### src/scc_pkg.sv
package scc_pkg;

    typedef enum logic [1:0] {
        CMD_DREAD  = 2'd0,
        CMD_DWRITE = 2'd1,
        CMD_IREAD  = 2'd2,
        CMD_NONE   = 2'd3
    } t_cmd;

    typedef enum logic [1:0] {
        ST_CLEAR,
        ST_IDLE,
        ST_EXEC
    } t_state;

    localparam logic [1:0] CFG_WRITE_BACK = 2'd0;
    localparam logic [1:0] CFG_ALLOCATE   = 2'd1;
    localparam logic [1:0] CFG_SPLIT      = 2'd2;

    typedef struct packed {
        logic write_back_mode;
        logic allocate_on_write;
        logic split_caches;
    } t_cfg;

    typedef struct packed {
        logic        hit;
        logic [1:0]  way;
        logic        fill_request;
        logic [31:0] fill_address;
        logic        writeback_request;
        logic [31:0] writeback_address;
        logic        memory_write;
        logic [31:0] memory_write_data;
    } t_result;

endpackage

### src/scc_front.sv
module scc_front #(
    parameter int SETS        = 64,
    parameter int BLOCK_BYTES = 32
) (
    input  logic                      i_clk,
    input  logic                      i_rst_n,
    input  scc_pkg::t_cfg             i_cfg,
    input  logic                      i_clearing,
    input  logic                      i_valid,
    output logic                      o_ready,
    input  logic [1:0]                i_cmd,
    input  logic [31:0]               i_address,
    input  logic [31:0]               i_write_data,
    input  logic                      i_pop,
    output logic                      o_q_valid,
    output scc_pkg::t_cmd             o_q_cmd,
    output logic [$clog2(SETS):0]     o_q_row,
    output logic [31-$clog2(BLOCK_BYTES)-$clog2(SETS):0] o_q_tag,
    output logic [31:0]               o_q_address,
    output logic [31:0]               o_q_data
);
    import scc_pkg::*;

    localparam int OB    = $clog2(BLOCK_BYTES);
    localparam int SB    = $clog2(SETS);
    localparam int TAG_W = 32 - OB - SB;
    localparam int ROW_W = SB + 1;

    t_cmd              r_cmd  [2];
    logic [ROW_W-1:0]  r_row  [2];
    logic [TAG_W-1:0]  r_tag  [2];
    logic [31:0]       r_addr [2];
    logic [31:0]       r_data [2];
    logic              r_wr_ptr, r_rd_ptr;
    logic [1:0]        r_count;

    logic              w_push;
    logic              w_half;
    logic [31:0]       w_set;
    logic [ROW_W-1:0]  w_row;

    assign o_ready = (r_count != 2'd2) && !i_clearing;
    assign w_push  = i_valid && o_ready;

    // Instruction reads go to the upper half of the tag store when split.
    assign w_half = (t_cmd'(i_cmd) == CMD_IREAD) && i_cfg.split_caches;
    assign w_set  = (i_address >> OB) & 32'(SETS - 1);
    assign w_row  = (ROW_W'(w_half) << SB) | ROW_W'(w_set);

    always_ff @(posedge i_clk) begin
        if (w_push) begin
            r_cmd[r_wr_ptr]  <= t_cmd'(i_cmd);
            r_row[r_wr_ptr]  <= w_row;
            r_tag[r_wr_ptr]  <= TAG_W'(i_address >> (OB + SB));
            r_addr[r_wr_ptr] <= i_address;
            r_data[r_wr_ptr] <= i_write_data;
        end
    end

    always_ff @(posedge i_clk) begin
        if (!i_rst_n) begin
            r_wr_ptr <= 1'b0;
            r_rd_ptr <= 1'b0;
            r_count  <= 2'd0;
        end else begin
            if (w_push) begin
                r_wr_ptr <= !r_wr_ptr;
            end
            if (i_pop) begin
                r_rd_ptr <= !r_rd_ptr;
            end
            r_count <= r_count + 2'(w_push) - 2'(i_pop);
        end
    end

    assign o_q_valid   = r_count != 2'd0;
    assign o_q_cmd     = r_cmd[r_rd_ptr];
    assign o_q_row     = r_row[r_rd_ptr];
    assign o_q_tag     = r_tag[r_rd_ptr];
    assign o_q_address = r_addr[r_rd_ptr];
    assign o_q_data    = r_data[r_rd_ptr];
endmodule

### config.mk
export PLATFORM = sky130hd
export DESIGN_NAME = scc_front
export DESIGN_NICKNAME = d
export VERILOG_FILES = /design/src/scc_pkg.sv /design/src/scc_front.sv
export SDC_FILE = /design/constraint.sdc
export NUM_CORES = 1
export LEC_CHECK = 0
export ABC_AREA = 1
export BUFFER_PORTS_ARGS = -buffer_cell sky130_fd_sc_hd__buf_2
export CAP_MARGIN = 30
export CORE_MARGIN = 2
export CORE_UTILIZATION = 51
export CTS_CLUSTER_SIZE = 24
export DETAILED_ROUTE_END_ITERATION = 10
export GPL_TIMING_DRIVEN = 0
export PLACE_DENSITY_LB_ADDON = 0.1
export SYNTH_ARGS = -nofsm -noshare
export SYNTH_HDL_FRONTEND = slang
export SYNTH_SLANG_ARGS = --single-unit
### constraint.sdc
create_clock -name i_clk -period 5.1 [get_ports i_clk]
set_clock_uncertainty 0.05 [all_clocks]
set_input_delay 0.51 -clock i_clk [delete_from_list [all_inputs] [get_ports i_clk]]
set_output_delay 0.51 -clock i_clk [all_outputs]
set_load 0.02 [all_outputs]
==> results.tsv <==
metric	value	unit
cp_common_cell	buf_4	
synth_fp_nets	351	
antenna_cells	0	
p_leak	2.89	nW
synthCells	275	
fin_util	68.5	%
core	0.0103	mm²
internal-power	2.29	mW
endpoint_kind	output port	
critPathTopFamily	buffers and inverters	
grt_pass1_vias	2961	
finalSetupViolCount	0	
final_antenna_net_count	0	
critical_path_class	register to output port	
rsz0062_at_grt	false	
ys_ff_latch	139	
power.density	411	mW/mm²
total_power	2.91	mW
cp.arrival	1.93	ns
grt_max_degree	68	
tritoncts	yes	
final_cells	612	
fmax	402	MHz
fin_setup_tns	0	ns
critPathSlowestCell	dfxtp_1	
ys_types	14	
cts_buffers	17	
grt-ovfl-total	0	
fp-row-count	37	
via_count	2889	
crit_buf_inv	4	
slew_headroom	39.5	%
power_switching	0.615	mW
hpwl	6.12	mm
clockBufferDepth	2	
via_per_inst	4.72	
first_pass_iters	4	
routed.top_layer	met4	
worst_pin_slew	0.907	ns
swShare	21.2	%
hold-worst-slack	0.131	ns
pwr-share-seq	45.5	%
path_clk_slew	0.06	ns
fin_crit_sh	48.8	%
ctsHoldBuffers	0	
hold_violations	0	
cts_root_buffer	clkbuf_8	
drt-met1-wl	3.59	mm
avgRoutedWirePerCell	14.9	µm
grt_use_total	16.8	%
port_buffers	167	
drc	0	
drv_cap	0	
cp_max_fo	10	
die_y	107	µm
grt_pass1_wl	14.1	mm
drv_slew	0	
worstPathCellList	buf_4, buf_6, mux2_4, buf_4, buf_2	
met2_wirelength	4.69	mm
crit_required	4.54	ns
h-tree-depth	4	
ios	170	
p_clk_share	42.7	%
p_comb_share	11.8	%
yosysWarnings	0	
initial_utilization	52.4	%
avgSynthCellArea	19.7	µm²
outcome	complete, no violations	
insertion_delay	0.51	ns
die_w	107	µm
die-area	0.0114	mm²
post_cts_resized	0	
drive_gt1_share	62.8	%
slowest_delay	0.37	ns
ir_drop	0.213	mV
routabilityCongestion	0.715	
synth.cell_area	0.00541	mm²
critPathLaunchType	register	
final_nets	539	
syn_to_final_growth	30.8	%
cts_setup_buffers	0	
wl_met3	685	µm
cts.sinks	139	
fin_crit	2.49	ns
holdCritPathClass	input port to register	
drtIter0Drc	103	
numPlacedInstances	580	
antenna_found_initial	0	
ys_seq_area_share	76.3	%
routed_wirelength	9.10	mm
[kinds of logic after synthesis]
| kind of cell | share of synthesized area [%] |
|---|---|
| simple gates | 1.55 |
| mux | 16.0 |
| flops | 76.3 |
| fa+ha+maj | 0.463 |
| compound gates | 0.185 |
| buf+inv | 5.48 |
[registers in the layout, indices dropped and copies added (netlist names), named ones only]
signal / flops
r_cmd: 4
r_rd_ptr: 1
r_tag: 1
r_addr: 63
r_data: 64
r_count: 2
r_row: 2
r_wr_ptr: 1
[cell type report]
type,instances,area (µm²)
Fill cell,724,3250
Sequential cell,139,4120
Inverter,10,40.0
Multi-Input combinational cell,92,993
Tap cell,136,170
Buffer,34,259
Timing Repair Buffer,169,876
Clock inverter,8,141
Clock buffer,24,470
[per-layer routing]
| metal | track usage [%] | up-vias |
|---|---|---|
| li1 | - | 1393 |
| met1 | 19.1 | 1363 |
| met2 | 28.1 | 119 |
| met3 | 6.38 | 14 |
| met4 | 7.61 | 0 |
| met5 | 0 | - |
[through the flow]
stage	area (µm²)	worst slack, ns
final	7070	2.61
after global routing	7070	2.49
after CTS	7070	2.57
after detailed placement	6460	3.06
after global placement	6410	-0.714
after floorplan	5410	1.07
[power groups by stage]
stage,Combinational (mW),Sequential [mW],Clock [mW]
final,0.343,1.32,1.24
after global routing,0.370,1.33,1.32
after CTS,0.349,1.32,1.27
after detailed placement,0.348,1.34,0
after global placement,0.334,1.35,0
after floorplan,0.229,1.34,0
[layout by cell type, fill, tap and decap left out, drive strengths merged, types with 2 or more instances in the layout]
cell type  Yosys  final
buf           34    203
edfxtp       134    134
mux2          67     67
clkbuf         0     24
nand2         11     11
inv           10     10
nor2           7      7
dfxtp          5      5
bufinv         0      4
clkinv         0      3
a21oi          2      2
nand3          2      2
ha             2      2
[cell usage after synthesis]
cell	n	area share, %
nand3_1	2	0.19
edfxtp_1	134	74
mux2_2	37	7.7
buf_4	28	3.9
nor2_1	7	0.49
buf_6	3	0.62
nand2_1	11	0.76
a21oi_1	2	0.19
dfxtp_1	5	1.9
buf_2	3	0.28
ha_1	2	0.46
inv_1	10	0.69
mux2_4	30	8.3
nand4_1	1	0.12
[final timing paths]
check                              from                 endpoint  slack, ns  cells past startpoint
setup / recovery               register               o_q_tag[4]       2.61                      5
hold reg to reg   r_rd_ptr$_SDFFE_PN0P_    r_rd_ptr$_SDFFE_PN0P_       0.48                      2
setup reg to reg  r_count[0]$_SDFF_PN0_   r_data[1][5]$_DFFE_PP_       3.29                      4
hold / removal            i_address[12]  r_addr[1][12]$_DFFE_PP_       0.13                      1
[worst register-to-register path: stages, from the launching register on]
cell and delay, ns:
dfxtp_1 0.34, inv_1 0.07, nand2_1 0.07, nand4_1 0.15
inv_4 0.65
Power figures use the tool's default switching activity.
